File: config.mk
export PLATFORM = sky130hd
export DESIGN_NAME = scheduled_moisture_valve_controller
export DESIGN_NICKNAME = d
export VERILOG_FILES = /design/src/hw/rtl/smvc_pkg.sv /design/src/hw/rtl/smvc_pct.sv /design/src/hw/rtl/smvc_sched.sv /design/src/hw/rtl/scheduled_moisture_valve_controller.sv
export SDC_FILE = /design/constraint.sdc
export NUM_CORES = 1
export LEC_CHECK = 0
export ABC_AREA = 1
export BUFFER_PORTS_ARGS = -buffer_cell sky130_fd_sc_hd__buf_2
export CELL_PAD_IN_SITES_DETAIL_PLACEMENT = 0
export CELL_PAD_IN_SITES_GLOBAL_PLACEMENT = 1
export CORE_MARGIN = 2
export CORE_UTILIZATION = 41
export CTS_CLUSTER_SIZE = 16
export DETAILED_ROUTE_END_ITERATION = 16
export PLACE_DENSITY_LB_ADDON = 0.1
export REMOVE_ABC_BUFFERS = 1
export SLEW_MARGIN = 20
export SYNTH_ARGS = -nofsm -noshare
export SYNTH_HDL_FRONTEND = slang
export SYNTH_HIERARCHICAL = 1
export SYNTH_SLANG_ARGS = --single-unit
File: constraint.sdc
create_clock -name clk -period 5.2 [get_ports clk]
set_clock_uncertainty 0.05 [all_clocks]
set_input_delay 1.3 -clock clk [delete_from_list [all_inputs] [get_ports clk]]
set_output_delay 1.3 -clock clk [all_outputs]
set_load 0.05 [all_outputs]
File: src/hw/rtl/smvc_pkg.sv
package smvc_pkg;

	localparam int unsigned LEVEL_W = 7;
	localparam int unsigned PCT_W = 7;
	localparam int unsigned SAMPLE_W = 10;
	localparam int unsigned HOUR_BCD_W = 6;
	localparam int unsigned MIN_BCD_W = 7;
	localparam int unsigned HOUR_W = 5;
	localparam int unsigned MIN_W = 6;
	localparam int unsigned CFG_IDX_W = 1;

	localparam logic [PCT_W-1:0] PCT_FULL = 7'd100;
	localparam logic [HOUR_W-1:0] HOUR_LAST = 5'd23;
	localparam logic [MIN_W-1:0] MIN_LAST = 6'd59;

	localparam logic [LEVEL_W-1:0] CRIT_RESET = 7'd25;
	localparam logic [LEVEL_W-1:0] GOOD_RESET = 7'd70;
	localparam logic [HOUR_W-1:0] HOUR1_RESET = 5'd9;
	localparam logic [HOUR_W-1:0] HOUR2_RESET = 5'd15;

	typedef enum logic [1:0] {
		REQ_CHECK = 2'd0,
		REQ_MODE  = 2'd1,
		REQ_INC   = 2'd2,
		REQ_DEC   = 2'd3
	} req_t;

	typedef enum logic [2:0] {
		MODE_NORMAL   = 3'd0,
		MODE_HOUR_ONE = 3'd1,
		MODE_HOUR_TWO = 3'd2,
		MODE_MIN_ONE  = 3'd3,
		MODE_MIN_TWO  = 3'd4
	} mode_t;

	typedef enum logic [CFG_IDX_W-1:0] {
		CFG_CRITICAL = 1'b0,
		CFG_GOOD     = 1'b1
	} cfg_idx_t;

	// Event handed to the schedule block when the staged word is processed.
	typedef struct packed {
		logic fire;
		req_t req;
		logic [HOUR_BCD_W-1:0] hour_bcd;
		logic [MIN_BCD_W-1:0] minute_bcd;
	} sched_ev_t;

	// Status returned by the schedule block; mode and value reflect the state after the event.
	typedef struct packed {
		logic match;
		mode_t mode;
		logic [MIN_W-1:0] value;
	} sched_sts_t;

	// Binary to two BCD digits for values up to 59.
	function automatic logic [MIN_BCD_W-1:0] to_bcd(input logic [MIN_W-1:0] v);
		logic [2:0] tens;
		logic [MIN_W-1:0] rest;
		begin
			if (v >= 6'd50) begin
				tens = 3'd5;
				rest = v - 6'd50;
			end else if (v >= 6'd40) begin
				tens = 3'd4;
				rest = v - 6'd40;
			end else if (v >= 6'd30) begin
				tens = 3'd3;
				rest = v - 6'd30;
			end else if (v >= 6'd20) begin
				tens = 3'd2;
				rest = v - 6'd20;
			end else if (v >= 6'd10) begin
				tens = 3'd1;
				rest = v - 6'd10;
			end else begin
				tens = 3'd0;
				rest = v;
			end
			to_bcd = {tens, rest[3:0]};
		end
	endfunction

endpackage

File: src/hw/rtl/smvc_pct.sv
module smvc_pct (
	input  logic [smvc_pkg::SAMPLE_W-1:0] sample,
	output logic [smvc_pkg::PCT_W-1:0]    pct
);

	// 100 * sample fits in 17 bits.
	logic [16:0] prod;
	logic [6:0]  q0;
	logic [10:0] rem;
	logic [6:0]  quot;

	// Dividing by 1024 first undershoots the true quotient by at most one, so the
	// remainder over 1023 stays below twice the divisor and one correction suffices.
	assign prod = {1'b0, sample, 6'b0} + {2'b0, sample, 5'b0} + {5'b0, sample, 2'b0};
	assign q0   = prod[16:10];
	assign rem  = {1'b0, prod[9:0]} + {4'b0, q0};
	assign quot = (rem >= 11'd1023) ? q0 + 7'd1 : q0;
	assign pct  = smvc_pkg::PCT_FULL - quot;

endmodule

File: src/hw/rtl/smvc_sched.sv
module smvc_sched (
	input  logic                   clk,
	input  logic                   arst_n,
	input  smvc_pkg::sched_ev_t    ev,
	output smvc_pkg::sched_sts_t   sts
);

	smvc_pkg::mode_t mode_q, mode_nxt;
	logic [smvc_pkg::HOUR_W-1:0] hour1_q, hour2_q, hour1_nxt, hour2_nxt;
	logic [smvc_pkg::MIN_W-1:0]  min1_q, min2_q, min1_nxt, min2_nxt;
	logic up, down;
	logic [smvc_pkg::MIN_BCD_W-1:0] h1_bcd, h2_bcd, m1_bcd, m2_bcd, hour_in;

	assign up   = ev.req == smvc_pkg::REQ_INC;
	assign down = ev.req == smvc_pkg::REQ_DEC;

	function automatic logic [smvc_pkg::HOUR_W-1:0] step_hour(
		input logic [smvc_pkg::HOUR_W-1:0] v, input logic inc);
		begin
			if (inc)
				step_hour = (v == smvc_pkg::HOUR_LAST) ? '0 : v + 5'd1;
			else
				step_hour = (v == '0) ? smvc_pkg::HOUR_LAST : v - 5'd1;
		end
	endfunction

	function automatic logic [smvc_pkg::MIN_W-1:0] step_min(
		input logic [smvc_pkg::MIN_W-1:0] v, input logic inc);
		begin
			if (inc)
				step_min = (v == smvc_pkg::MIN_LAST) ? '0 : v + 6'd1;
			else
				step_min = (v == '0) ? smvc_pkg::MIN_LAST : v - 6'd1;
		end
	endfunction

	always_comb begin
		mode_nxt  = mode_q;
		hour1_nxt = hour1_q;
		hour2_nxt = hour2_q;
		min1_nxt  = min1_q;
		min2_nxt  = min2_q;
		if (ev.fire && ev.req == smvc_pkg::REQ_MODE) begin
			case (mode_q)
				smvc_pkg::MODE_NORMAL:   mode_nxt = smvc_pkg::MODE_HOUR_ONE;
				smvc_pkg::MODE_HOUR_ONE: mode_nxt = smvc_pkg::MODE_HOUR_TWO;
				smvc_pkg::MODE_HOUR_TWO: mode_nxt = smvc_pkg::MODE_MIN_ONE;
				smvc_pkg::MODE_MIN_ONE:  mode_nxt = smvc_pkg::MODE_MIN_TWO;
				default:                 mode_nxt = smvc_pkg::MODE_NORMAL;
			endcase
		end else if (ev.fire && (up || down)) begin
			case (mode_q)
				smvc_pkg::MODE_HOUR_ONE: hour1_nxt = step_hour(hour1_q, up);
				smvc_pkg::MODE_HOUR_TWO: hour2_nxt = step_hour(hour2_q, up);
				smvc_pkg::MODE_MIN_ONE:  min1_nxt  = step_min(min1_q, up);
				smvc_pkg::MODE_MIN_TWO:  min2_nxt  = step_min(min2_q, up);
				default: ;
			endcase
		end
	end

	always_ff @(posedge clk or negedge arst_n) begin
		if (!arst_n) begin
			mode_q  <= smvc_pkg::MODE_NORMAL;
			hour1_q <= smvc_pkg::HOUR1_RESET;
			hour2_q <= smvc_pkg::HOUR2_RESET;
			min1_q  <= '0;
			min2_q  <= '0;
		end else begin
			mode_q  <= mode_nxt;
			hour1_q <= hour1_nxt;
			hour2_q <= hour2_nxt;
			min1_q  <= min1_nxt;
			min2_q  <= min2_nxt;
		end
	end

	// The schedule is compared in BCD, so invalid clock digits never match.
	assign h1_bcd  = smvc_pkg::to_bcd({1'b0, hour1_q});
	assign h2_bcd  = smvc_pkg::to_bcd({1'b0, hour2_q});
	assign m1_bcd  = smvc_pkg::to_bcd(min1_q);
	assign m2_bcd  = smvc_pkg::to_bcd(min2_q);
	assign hour_in = {1'b0, ev.hour_bcd};

	assign sts.match = (hour_in == h1_bcd && ev.minute_bcd == m1_bcd) ||
			   (hour_in == h2_bcd && ev.minute_bcd == m2_bcd);
	assign sts.mode  = mode_nxt;

	always_comb begin
		case (mode_nxt)
			smvc_pkg::MODE_HOUR_ONE: sts.value = {1'b0, hour1_nxt};
			smvc_pkg::MODE_HOUR_TWO: sts.value = {1'b0, hour2_nxt};
			smvc_pkg::MODE_MIN_ONE:  sts.value = min1_nxt;
			smvc_pkg::MODE_MIN_TWO:  sts.value = min2_nxt;
			default:                 sts.value = '0;
		endcase
	end

	ap_hour1_range: assert property (@(posedge clk) disable iff (!arst_n)
		hour1_q <= smvc_pkg::HOUR_LAST && hour2_q <= smvc_pkg::HOUR_LAST)
		else $error("schedule hour left its range");

	ap_min_range: assert property (@(posedge clk) disable iff (!arst_n)
		min1_q <= smvc_pkg::MIN_LAST && min2_q <= smvc_pkg::MIN_LAST)
		else $error("schedule minute left its range");

	ap_idle_hold: assert property (@(posedge clk) disable iff (!arst_n)
		!ev.fire |=> $stable(mode_q) && $stable(hour1_q) && $stable(min2_q))
		else $error("schedule state moved without an event");

endmodule

File: src/hw/rtl/scheduled_moisture_valve_controller.sv
// Channel  Signals                                            Direction
// input    in_valid, in_ready, req_type, clock_hour_bcd,     into block
//          clock_minute_bcd, moisture_sample
// output   out_valid, out_ready, valve_open, moisture_pct,    out of block
//          edit_mode, edit_value
// config   cfg_valid, cfg_ready, cfg_index, cfg_data          into block
//
// Each accepted word is held first in the input register, then takes a single
// pass of logic into the result register.
// One word is accepted every cycle when the output side keeps taking results.
// Reset is asynchronous; thresholds, schedules, mode and valve return to their
// initial values at once. Configuration writes are always taken.
// A stalled output holds its result while an empty input register still takes one
// more word; after that in_ready falls until the result is taken.
module scheduled_moisture_valve_controller (
	input  logic                               clk,
	input  logic                               arst_n,
	input  logic                               in_valid,
	output logic                               in_ready,
	input  logic [1:0]                         req_type,
	input  logic [smvc_pkg::HOUR_BCD_W-1:0]    clock_hour_bcd,
	input  logic [smvc_pkg::MIN_BCD_W-1:0]     clock_minute_bcd,
	input  logic [smvc_pkg::SAMPLE_W-1:0]      moisture_sample,
	output logic                               out_valid,
	input  logic                               out_ready,
	output logic                               valve_open,
	output logic [smvc_pkg::PCT_W-1:0]         moisture_pct,
	output logic [2:0]                         edit_mode,
	output logic [smvc_pkg::MIN_W-1:0]         edit_value,
	input  logic                               cfg_valid,
	output logic                               cfg_ready,
	input  logic [smvc_pkg::CFG_IDX_W-1:0]     cfg_index,
	input  logic [smvc_pkg::LEVEL_W-1:0]       cfg_data
);

	// Threshold registers.
	logic [smvc_pkg::LEVEL_W-1:0] crit_q, good_q;

	// Input register holding the word being processed.
	logic                              valid_s1;
	smvc_pkg::req_t                    req_s1;
	logic [smvc_pkg::HOUR_BCD_W-1:0]   hour_s1;
	logic [smvc_pkg::MIN_BCD_W-1:0]    minute_s1;
	logic [smvc_pkg::SAMPLE_W-1:0]     sample_s1;

	// Valve and moisture state, which also feed the result directly.
	logic                        valve_q;
	logic [smvc_pkg::PCT_W-1:0]  moist_q;

	// Result register.
	logic                        out_valid_q;
	logic [2:0]                  mode_out_q;
	logic [smvc_pkg::MIN_W-1:0]  value_out_q;

	logic                        adv;
	logic                        is_check;
	logic [smvc_pkg::PCT_W-1:0]  pct;
	logic                        valve_nxt;
	logic [smvc_pkg::PCT_W-1:0]  moist_nxt;
	smvc_pkg::sched_ev_t         ev;
	smvc_pkg::sched_sts_t        sts;

	// The staged word moves on whenever the result register is empty or being
	// emptied; the input register refills in the same cycle.
	assign adv      = valid_s1 && (!out_valid_q || out_ready);
	assign in_ready = !valid_s1 || adv;
	assign cfg_ready = 1'b1;

	always_ff @(posedge clk or negedge arst_n) begin
		if (!arst_n) begin
			crit_q <= smvc_pkg::CRIT_RESET;
			good_q <= smvc_pkg::GOOD_RESET;
		end else if (cfg_valid) begin
			case (smvc_pkg::cfg_idx_t'(cfg_index))
				smvc_pkg::CFG_CRITICAL: crit_q <= cfg_data;
				smvc_pkg::CFG_GOOD:     good_q <= cfg_data;
				default: ;
			endcase
		end
	end

	always_ff @(posedge clk or negedge arst_n) begin
		if (!arst_n) begin
			valid_s1 <= 1'b0;
		end else if (in_ready) begin
			valid_s1 <= in_valid;
		end
	end

	always_ff @(posedge clk) begin
		if (in_ready && in_valid) begin
			req_s1    <= smvc_pkg::req_t'(req_type);
			hour_s1   <= clock_hour_bcd;
			minute_s1 <= clock_minute_bcd;
			sample_s1 <= moisture_sample;
		end
	end

	assign is_check = req_s1 == smvc_pkg::REQ_CHECK;

	assign ev.fire       = adv;
	assign ev.req        = req_s1;
	assign ev.hour_bcd   = hour_s1;
	assign ev.minute_bcd = minute_s1;

	smvc_pct u_pct (
		.sample (sample_s1),
		.pct    (pct)
	);

	smvc_sched u_sched (
		.clk    (clk),
		.arst_n (arst_n),
		.ev     (ev),
		.sts    (sts)
	);

	// A check tick refreshes the percentage and decides the valve; button words
	// leave both untouched.
	always_comb begin
		moist_nxt = moist_q;
		valve_nxt = valve_q;
		if (adv && is_check) begin
			moist_nxt = pct;
			valve_nxt = (pct < crit_q) || (sts.match && pct < good_q);
		end
	end

	always_ff @(posedge clk or negedge arst_n) begin
		if (!arst_n) begin
			valve_q     <= 1'b0;
			moist_q     <= '0;
			out_valid_q <= 1'b0;
		end else begin
			valve_q <= valve_nxt;
			moist_q <= moist_nxt;
			if (adv)
				out_valid_q <= 1'b1;
			else if (out_ready)
				out_valid_q <= 1'b0;
		end
	end

	always_ff @(posedge clk) begin
		if (adv) begin
			mode_out_q  <= sts.mode;
			value_out_q <= sts.value;
		end
	end

	assign out_valid    = out_valid_q;
	assign valve_open   = valve_q;
	assign moisture_pct = moist_q;
	assign edit_mode    = mode_out_q;
	assign edit_value   = value_out_q;

	ap_normal_value: assert property (@(posedge clk) disable iff (!arst_n)
		out_valid_q && mode_out_q == smvc_pkg::MODE_NORMAL |-> value_out_q == '0)
		else $error("edit value not zero in normal mode");

	ap_pct_range: assert property (@(posedge clk) disable iff (!arst_n)
		moist_q <= smvc_pkg::PCT_FULL)
		else $error("moisture percentage above one hundred");

	ap_button_keeps_valve: assert property (@(posedge clk) disable iff (!arst_n)
		adv && !is_check |=> $stable(valve_q) && $stable(moist_q))
		else $error("button word changed valve or moisture");

	ap_stall_holds_stage: assert property (@(posedge clk) disable iff (!arst_n)
		valid_s1 && !adv |=> valid_s1 && $stable(req_s1) && $stable(sample_s1))
		else $error("staged word lost during a stall");

endmodule
==> flow_summary.yaml, run 1 <==
clocking:
  tritoncts: "done"
  clkLatencyLatePin_ns: 0.34
  clock_sinks: 83
  clockRootBuffer: "clkbuf_16"
  clk_pin_slew_worst_paths_ns: 0.07
  ctsLongestPathBuffers: 2
  cts-htree-levels: 3
  cts_inserted_buffers: 9
layout:
  final_cell_count_no_fill: 1348
  final_area_um2: 8930
  fin_nets: 1235
  num_antenna_cells: 0
  fillers: 1831
  syn_to_final_growth_pct: 19.2
  fin_util_pct: 49.7
  drive_gt1_share_pct: 23.1
run_status:
  outcome: "completed"
grt:
  grt_pass1_wl_mm: 31.3
  grt_pass1_vias: 6375
  antenna_found_initial: 0
  grt_start_max_net_pins: 29
  grt_usage_pct: 20.0
  gr-total-overflow: 0
power:
  powerDensity_nw_per_um2: 611
  combPwrFrac_pct: 65.7
  switching_power_mw: 2.81
  pwr-share-seq_pct: 22.1
  p_int_mw: 2.64
  irDropWorstVdd_mv: 0.366
  p_sw_share_pct: 51.6
  clkPwrFrac_pct: 12.2
  total_leakage_power_nw: 4.49
timing:
  final.period_utilization_pct: 99.8
  slew_headroom_pct: 54.8
  tightest_slew_ns: 0.676
  setup_viol_count_final: 0
  fin_crit_ns: 5.19
  grt_setup_unrepaired: "true"
  fmax_ghz: 0.193
  drv_slew: 0
  final-hold-violation-count: 0
  setup_tns_ns: 0
  holdWs_ns: 0.424
job:
  max_cap_viol_count: 0
critical_path:
  worstSetupStartpointType: "flop"
  cp-startpoint: "sample_s1[4]$_DFFE_PP_"
  r2r-start: "sample_s1[4]$_DFFE_PP_"
  path_max_fanout: 4
  timing.critical_path.to: "valve_open$_DFFE_PN0P_"
  reg2reg_depth: 36
  r2r_setup_slack_ns: 0.01
  critPathMostFrequentCell: "nand2_4"
  r2r-end: "valve_open$_DFFE_PN0P_"
  crit_path_end_kind: "flop"
  required_ns: 5.44
  slowest_stage: "fa_2"
  worstPathArrival_ns: 5.43
  crit_type: "reg2reg"
  max_stage_delay_ns: 0.53
synth:
  yosysUniqueCellTypes: 57
  synth_enable_flop_cells: 34
  netlist_area_um2: 7490
  synth_flop_cell: "dfrtp_1"
  ys_seq_elements: 83
  yosys_warnings: 6
  avgSynthCellArea_um2: 7.32
  ys_async_sr_fraction_pct: 59.0
  ys_seq_area_share_pct: 30.2
  syn-instance-count: 1023
floorplanning:
  coreArea_um2: 18000
  die_area_um2: 19400
  start_util_pct: 41.7
  row_count: 49
  top_level_ports: 58
  die_h_um: 139
  die_width_um: 139
routing:
  wl_per_cell_um: 14.3
  antenna_left: 0
  drc_errors: 0
  drt_wl_total_mm: 19.3
  dr.pass1.iters: 5
  vias: 6649
  vias_per_cell: 4.93
  drt_iter0_drc: 374
placed_design:
  dp_hpwl_mm: 14.7
  portBuffers: 56
  placed_cells: 1320
  place.gp.congestion: 0.844
  place_area_um2: 8160
min_path:
  hold_class: "reg2reg"
worst min path at each step:
stage	from	to	slack, ns	cells past startpoint
floorplan	crit_q[3]$_DFFE_PN1P_	crit_q[3]$_DFFE_PN1P_	0.40	2
global placement	good_q[6]$_DFFE_PN1P_	good_q[6]$_DFFE_PN1P_	0.41	2
detailed placement	moisture_pct[3]$_DFFE_PN0P_	moisture_pct[3]$_DFFE_PN0P_	0.41	2
CTS	good_q[2]$_DFFE_PN1P_	good_q[2]$_DFFE_PN1P_	0.43	2
global route	good_q[2]$_DFFE_PN1P_	good_q[2]$_DFFE_PN1P_	0.45	2
finish	crit_q[4]$_DFFE_PN1P_	crit_q[4]$_DFFE_PN1P_	0.42	2
synth_stat cells (5+ instances only):
master | n | area, um2
o21ai_1 | 20 | 100
nor2_2 | 7 | 43.8
a22oi_1 | 5 | 37.5
xor2_1 | 18 | 158
inv_1 | 138 | 518
dfrtp_1 | 37 | 926
o21ai_0 | 35 | 175
nand4_1 | 11 | 68.8
nor2_1 | 64 | 240
xnor2_1 | 9 | 78.8
nand2_2 | 34 | 213
a21oi_1 | 31 | 155
inv_2 | 14 | 52.6
edfxtp_1 | 34 | 1020
fa_1 | 8 | 160
buf_4 | 6 | 45.0
nand2_1 | 299 | 1120
nand3b_1 | 8 | 60.1
o21ai_2 | 5 | 43.8
ha_1 | 75 | 938
dfstp_2 | 12 | 315
nor2_4 | 6 | 67.6
buf_2 | 5 | 25.0
nand3_1 | 83 | 415
critical path: cells and delay by family (launching register included):
kind	cells	cell delay (ns)
buffers and inverters	2	0.15
xor gates and xnor gates	1	0.17
adders and majority gates	7	2.12
AOI/OAI and AO/OA	3	0.35
and+or+nand+nor	23	1.84
DFF	1	0.44
power by group through the flow:
stage / sequential (mW) / clock (mW) / combinational [mW]
detailed placement: 1.21 / 0 / 3.19
floorplan: 1.34 / 0 / 2.20
finish: 1.20 / 0.664 / 3.58
global route: 1.24 / 0.707 / 4.07
global placement: 1.23 / 0 / 3.21
CTS: 1.20 / 0.681 / 3.24
routing by layer:
| layer | share of wire (%) | up-vias | routed length [um] | global-route usage (%) |
|---|---|---|---|---|
| met2 | 48 | 115 | 9280 | 34.2 |
| met1 | 47 | 3027 | 9100 | 26.4 |
| met3 | 2.9 | 25 | 568 | 3.11 |
| met5 | 0 | - | 0 | 0 |
| li1 | - | 3482 | - | - |
| met4 | 1.9 | 0 | 371 | 5.79 |
cells in the final DEF, fill, tap and decap left out, types with 3 or more instances in the layout:
cell,netlist,final
nand3b_1,8,8
or2_2,3,3
dfstp_2,12,12
o21ai_1,20,19
o21ai_2,5,6
nand2_1,299,286
dfrtp_1,37,37
a21oi_1,31,28
nor2_1,64,63
edfxtp_1,34,34
inv_4,1,3
xnor2_1,9,9
inv_6,0,3
nand3_1,83,76
a21oi_2,4,7
a22oi_1,5,5
o21ai_0,35,34
buf_2,5,56
inv_1,138,137
nand2_2,34,34
o211ai_1,3,3
clkbuf_16,0,10
o2111ai_1,3,3
o31ai_1,3,3
nand4_1,11,11
inv_2,14,15
o22ai_1,4,4
fa_1,8,6
nand2_4,3,16
ha_4,0,12
buf_4,6,36
xor2_1,18,16
nor2_2,7,8
nor2_4,6,6
nand3_2,4,10
ha_1,75,62
registers in the layout, indices dropped and copies added, names as in the netlist:
signal	count
req_s1	2
u_sched/min2_q	6
u_sched/min1_q	6
minute_s1	7
u_sched/hour2_q	5
moisture_pct	7
u_sched/hour1_q	5
crit_q	7
u_sched/mode_q	3
good_q	7
valid_s1	1
sample_s1	10
valve_open	1
out_valid	1
edit_value	6
edit_mode	3
hour_s1	6
kinds of logic after synthesis:
logic type | after synthesis | synth area share [%]
flip-flops | 83 | 30.2
AO/OA/AOI/OAI | 125 | 9.94
buffers and inverters | 169 | 9.10
other | 1 | 0.0501
adder cells (fa/ha/maj) | 83 | 14.7
XOR/XNOR | 28 | 3.37
AND/OR/NAND/NOR | 534 | 32.7
stage by stage:
step,setup WS (ns),total power [mW]
final,0.0119,5.45
after global routing,-0.325,6.02
after CTS,0.00404,5.13
after detailed placement,-0.202,4.40
after global placement,-0.0451,4.43
after floorplan,-0.116,3.54
timing repair:
action,4_1_cts,5_1_grt
resized for setup,9,58
pin swaps,6,36
setup buffers,3,9
hold buffers,0,0
cloned,0,0
endpoints found under the setup margin,1,1
final cells by class:
cell class | instances | area, um2 | area share [%]
tap | 229 | 287 | 3.21
sequential | 83 | 2260 | 25.3
inverter | 155 | 592 | 6.63
timing repair buffer | 94 | 577 | 6.46
multi-input combinational | 771 | 4910 | 55.0
clock buffer | 11 | 264 | 2.96
clock inverter | 5 | 38.8 | 0.435
Note: power is estimated with default switching activity, not from simulation.
==> inputs of run 2 (changes only) <==
--- a/config.mk
+++ b/config.mk
@@ -10,7 +10,7 @@
 export CELL_PAD_IN_SITES_DETAIL_PLACEMENT = 0
 export CELL_PAD_IN_SITES_GLOBAL_PLACEMENT = 1
 export CORE_MARGIN = 2
-export CORE_UTILIZATION = 41
+export CORE_UTILIZATION = 40
 export CTS_CLUSTER_SIZE = 16
 export DETAILED_ROUTE_END_ITERATION = 16
 export PLACE_DENSITY_LB_ADDON = 0.1
==> flow_summary.yaml, run 2 (same netlist as run 1, synthesis figures left out) <==
run_status:
  outcome: "finished with violations"
  violations: "negative setup slack"
critical_path:
  max_stage_delay_ns: 0.49
  crit_path_end_kind: "flop"
  required_ns: 5.40
  critPathMostFrequentCell: "buf_4"
  worstSetupStartpointType: "flop"
  crit_type: "reg2reg"
  slowest_stage: "fa_1"
  path_max_fanout: 3
  worstPathArrival_ns: 5.49
timing:
  setup_viol_count_final: 1
  fin_crit_ns: 5.29
  fin_ws_ns: -0.0907
  slew_headroom_pct: 55.9
  final-hold-violation-count: 0
  final.period_utilization_pct: 102
  tightest_slew_ns: 0.662
  grt_setup_unrepaired: "true"
  fmax_ghz: 0.189
  holdWs_ns: 0.428
  drv_slew: 0
grt:
  gr-total-overflow: 0
  grt_use_met2_pct: 33.9
  grt_pass1_vias: 6377
  grt_usage_pct: 20.0
  use_met3_pct: 3.23
  antenna_found_initial: 0
  met1_usage_pct: 25.7
  grt_pass1_wl_mm: 31.6
  grt-busiest-layer: "met2"
  grt_start_max_net_pins: 50
routing:
  vias: 6669
  drt_iter0_drc: 322
  drc_errors: 0
  antenna_left: 0
  vias_per_cell: 4.89
  dr.pass1.iters: 5
  drt_wl_total_mm: 19.5
  wl_per_cell_um: 14.3
clocking:
  clkLatencyLatePin_ns: 0.35
  ctsLongestPathBuffers: 2
  clk_pin_slew_worst_paths_ns: 0.07
  tritoncts: "done"
  clock_sinks: 83
  cts_inserted_buffers: 9
  cts-htree-levels: 3
  clockRootBuffer: "clkbuf_16"
power:
  powerDensity_nw_per_um2: 613
  irDropWorstVdd_mv: 0.318
  total_leakage_power_nw: 4.50
layout:
  syn_to_final_growth_pct: 18.3
  fin_nets: 1245
  num_antenna_cells: 0
  largest_reg_flops: 10
  final_cell_mix: "nand2_1 (291), inv_1 (137), nand3_1 (79)"
  layout_commonest_cell: "nand2_1"
  fillers: 1900
  final_area_um2: 8860
  fin_util_pct: 47.9
  regMostFlops: "sample_s1"
  drive_gt1_share_pct: 22.8
floorplanning:
  start_util_pct: 40.5
  die_area_um2: 19800
  top_level_ports: 58
  die_width_um: 141
  coreArea_um2: 18500
  row_count: 50
  die_h_um: 141
placed_design:
  place_area_um2: 8180
  dp_hpwl_mm: 14.9
  portBuffers: 56
  place.gp.congestion: 0.852
min_path:
  hold_class: "reg2reg"
job:
  max_cap_viol_count: 0
run 2: power breakdown:
| part | switching [mW] | total (mW) | internal, mW |
|---|---|---|---|
| registers | 0.287 | 1.20 | 0.915 |
| logic | 2.19 | 3.54 | 1.34 |
| clock network | 0.300 | 0.691 | 0.391 |
| total | 2.78 | 5.43 | 2.65 |
run 2: critical path, delay by kind of cell (launching register included):
family,cells,cell delay [ns]
simple gates,15,1.10
xor+xnor,1,0.19
buf+inv,15,1.85
flops,1,0.45
fa+ha+maj,4,1.33
compound gates,2,0.21
run 2: cell type report:
type	instances	area (um2)	area share, %
Inverter	155	592	6.68
Clock inverter	5	43.8	0.494
Tap cell	234	293	3.30
Timing Repair Buffer	104	644	7.27
Clock buffer	11	275	3.11
Sequential cell	83	2260	25.5
Multi-Input combinational cell	771	4750	53.6
run 2: final timing paths:
kind / from / to / slack (ns) / cells past startpoint
max in group asynchronous: arst_n / u_sched/min2_q[2]$_DFF_PN0_ / 3.64 / 2
max reg2reg: sample_s1[1]$_DFFE_PP_ / valve_open$_DFFE_PN0P_ / -0.09 / 37
max: sample_s1[1]$_DFFE_PP_ / valve_open$_DFFE_PN0P_ / -0.09 / 37
min in group asynchronous: arst_n / u_sched/hour1_q[2]$_DFF_PN0_ / 1.01 / 2
min: crit_q[3]$_DFFE_PN1P_ / crit_q[3]$_DFFE_PN1P_ / 0.43 / 2
min reg2reg: crit_q[3]$_DFFE_PN1P_ / crit_q[3]$_DFFE_PN1P_ / 0.43 / 2
run 2: what timing repair did:
item | in CTS | in global routing
gates resized for setup | 19 | 22
pin swaps | 22 | 19
setup buffers | 15 | 6
hold buffers | 0 | 0
gates cloned | 0 | 0
endpoints found under the setup margin | 1 | 2
run 2: routing by layer:
layer | vias to the layer above | routed length, um
li1 | 3496 | -
met1 | 3026 | 9060
met2 | 116 | 9250
met3 | 31 | 651
met4 | 0 | 575
met5 | - | 0
run 2: through the flow:
step	instances	total power [mW]	setup TNS [ns]	setup WS (ns)
finish	1363	5.43	-0.0907	-0.0907
global route	1363	5.98	-0.345	-0.345
CTS	1357	5.31	0	0.00553
detailed placement	1326	4.43	-0.146	-0.146
global placement	1326	4.45	-0.0473	-0.0473
floorplan	1009	3.54	-0.116	-0.116
==> inputs of run 3 (changes only) <==
--- a/config.mk
+++ b/config.mk
@@ -13,7 +13,7 @@
 export CORE_UTILIZATION = 40
 export CTS_CLUSTER_SIZE = 16
 export DETAILED_ROUTE_END_ITERATION = 16
-export PLACE_DENSITY_LB_ADDON = 0.1
+export PLACE_DENSITY_LB_ADDON = 0.25
 export REMOVE_ABC_BUFFERS = 1
 export SLEW_MARGIN = 20
 export SYNTH_ARGS = -nofsm -noshare
==> flow_summary.yaml, run 3 (same netlist as run 1, synthesis figures left out) <==
power:
  total_leakage_power_nw: 4.47
  irDropWorstVdd_mv: 0.299
  powerDensity_nw_per_um2: 610
layout:
  regMostFlops: "sample_s1"
  fin_nets: 1241
  fillers: 1871
  final_cell_mix: "nand2_1 (294), inv_1 (138), nand3_1 (80)"
  num_antenna_cells: 0
  largest_reg_flops: 10
  final_cell_count_no_fill: 1359
  drive_gt1_share_pct: 21.6
  syn_to_final_growth_pct: 17.6
  layout_commonest_cell: "nand2_1"
clocking:
  ctsLongestPathBuffers: 2
  cts-htree-levels: 3
  clkLatencyLatePin_ns: 0.35
  clk_pin_slew_worst_paths_ns: 0.07
  clock_sinks: 83
  clockRootBuffer: "clkbuf_16"
  tritoncts: "done"
  cts_inserted_buffers: 9
  postCtsHoldBufs: 0
floorplanning:
  die_area_um2: 19800
  die_width_um: 141
  start_util_pct: 40.5
  coreArea_um2: 18500
  top_level_ports: 58
  row_count: 50
  die_h_um: 141
critical_path:
  worstPathArrival_ns: 5.39
  reg2reg_depth: 35
  r2r_setup_slack_ns: 0.007
  r2r-end: "valve_open$_DFFE_PN0P_"
  required_ns: 5.40
  path_max_fanout: 5
  crit_path_end_kind: "flop"
  slowest_stage: "fa_1"
  worstSetupStartpointType: "flop"
  crit_type: "reg2reg"
  r2r-start: "sample_s1[4]$_DFFE_PP_"
  max_stage_delay_ns: 0.51
min_path:
  hold_class: "reg2reg"
  min_path_cells: 2
  hold-path-endpoint: "good_q[2]$_DFFE_PN1P_"
  worstHoldStart: "good_q[2]$_DFFE_PN1P_"
timing:
  fmax_ghz: 0.193
  setup_viol_count_final: 0
  tightest_slew_ns: 0.651
  fin_crit_ns: 5.19
  drv_slew: 0
  fin_ws_ns: 0.00740
  slew_headroom_pct: 56.5
  final.period_utilization_pct: 99.9
  final-hold-violation-count: 0
  grt_setup_unrepaired: "true"
run_status:
  outcome: "completed"
routing:
  drc_errors: 0
  antenna_left: 0
  dr.pass1.iters: 4
  wl_per_cell_um: 13.8
  vias: 6677
  vias_per_cell: 4.91
  drt_wl_total_mm: 18.8
  drt_iter0_drc: 304
placed_design:
  dpl_worst_slack_ns: -0.175
  place.gp.congestion: 0.875
  portBuffers: 56
  dp_hpwl_mm: 14.4
  placed_cells: 1322
grt:
  grt_pass1_wl_mm: 31.3
  antenna_found_initial: 0
  grt_usage_pct: 19.5
  grt_pass1_vias: 6431
  gr-total-overflow: 0
  grt_start_max_net_pins: 50
job:
  max_cap_viol_count: 0
-- run 3: changes by cell type in the layout (fill, tap and decap cells not counted), sizes merged --
cell,delta
buf,-4
bufinv,+1
clkinv,+2
inv,-3
-- run 3: per-layer routing --
metal	track usage [%]	wire length, um	part of all wire (%)	up-vias
li1	-	-	-	3479
met1	25.1	8830	47	3054
met2	33.2	8940	48	115
met3	3.29	567	3.0	29
met4	6.89	465	2.5	0
met5	0	0	0	-
-- run 3: per-stage QoR --
stage / util [%] / TNS [ns] / cell area, um2 / power, mW / hold WS [ns]
after floorplan: - / -0.116 / 7400 / 3.54 / 0.405
after global placement: 44.0 / -0.0348 / 8150 / 4.39 / 0.414
after detailed placement: 44.0 / -0.175 / 8150 / 4.38 / 0.412
after CTS: 46.7 / 0 / 8650 / 5.23 / 0.426
after global routing: 47.6 / -0.387 / 8810 / 5.93 / 0.450
final: 47.6 / 0 / 8810 / 5.38 / 0.423
-- run 3: cell type report --
type	count	area, um2	share of cell area (%)
well taps	234	293	3.32
clock inverters	5	67.6	0.767
clock buffers	11	254	2.88
repair buffers	100	611	6.93
multi-input cells	771	4730	53.7
inverters	155	592	6.72
flip-flops and latches	83	2260	25.7
-- run 3: worst max-delay path by stage --
stage	to	startpoint	slack [ns]
floorplan	valve_open$_DFFE_PN0P_	sample_s1[1]$_DFFE_PP_	-0.12
global placement	valve_open$_DFFE_PN0P_	sample_s1[1]$_DFFE_PP_	-0.03
detailed placement	valve_open$_DFFE_PN0P_	sample_s1[1]$_DFFE_PP_	-0.18
CTS	valve_open$_DFFE_PN0P_	sample_s1[1]$_DFFE_PP_	0.009
global route	valve_open$_DFFE_PN0P_	sample_s1[4]$_DFFE_PP_	-0.37
finish	valve_open$_DFFE_PN0P_	sample_s1[4]$_DFFE_PP_	0.007
-- run 3: power by group --
group	total (mW)	leakage, nW	internal, mW	switching [mW]
registers	1.21	0.895	0.914	0.292
logic	3.47	3.41	1.32	2.15
clock network	0.698	0.157	0.409	0.290
total	5.38	4.47	2.65	2.73
-- run 3: repair_timing --
item | 4_1_cts | 5_1_grt
setup endpoints to repair | 1 | 1
pin swaps | 12 | 20
cloned | 0 | 0
gates resized for setup | 14 | 15
setup buffers | 16 | 5
-- run 3: worst max-delay path, delay by kind of cell, from the launching register on --
family	cells	cell delay (ns)
DFF	1	0.42
adders and majority gates	7	2.21
and+or+nand+nor	22	1.72
buffers and inverters	2	0.17
xor gates and xnor gates	1	0.18
AOI/OAI and AO/OA	3	0.33
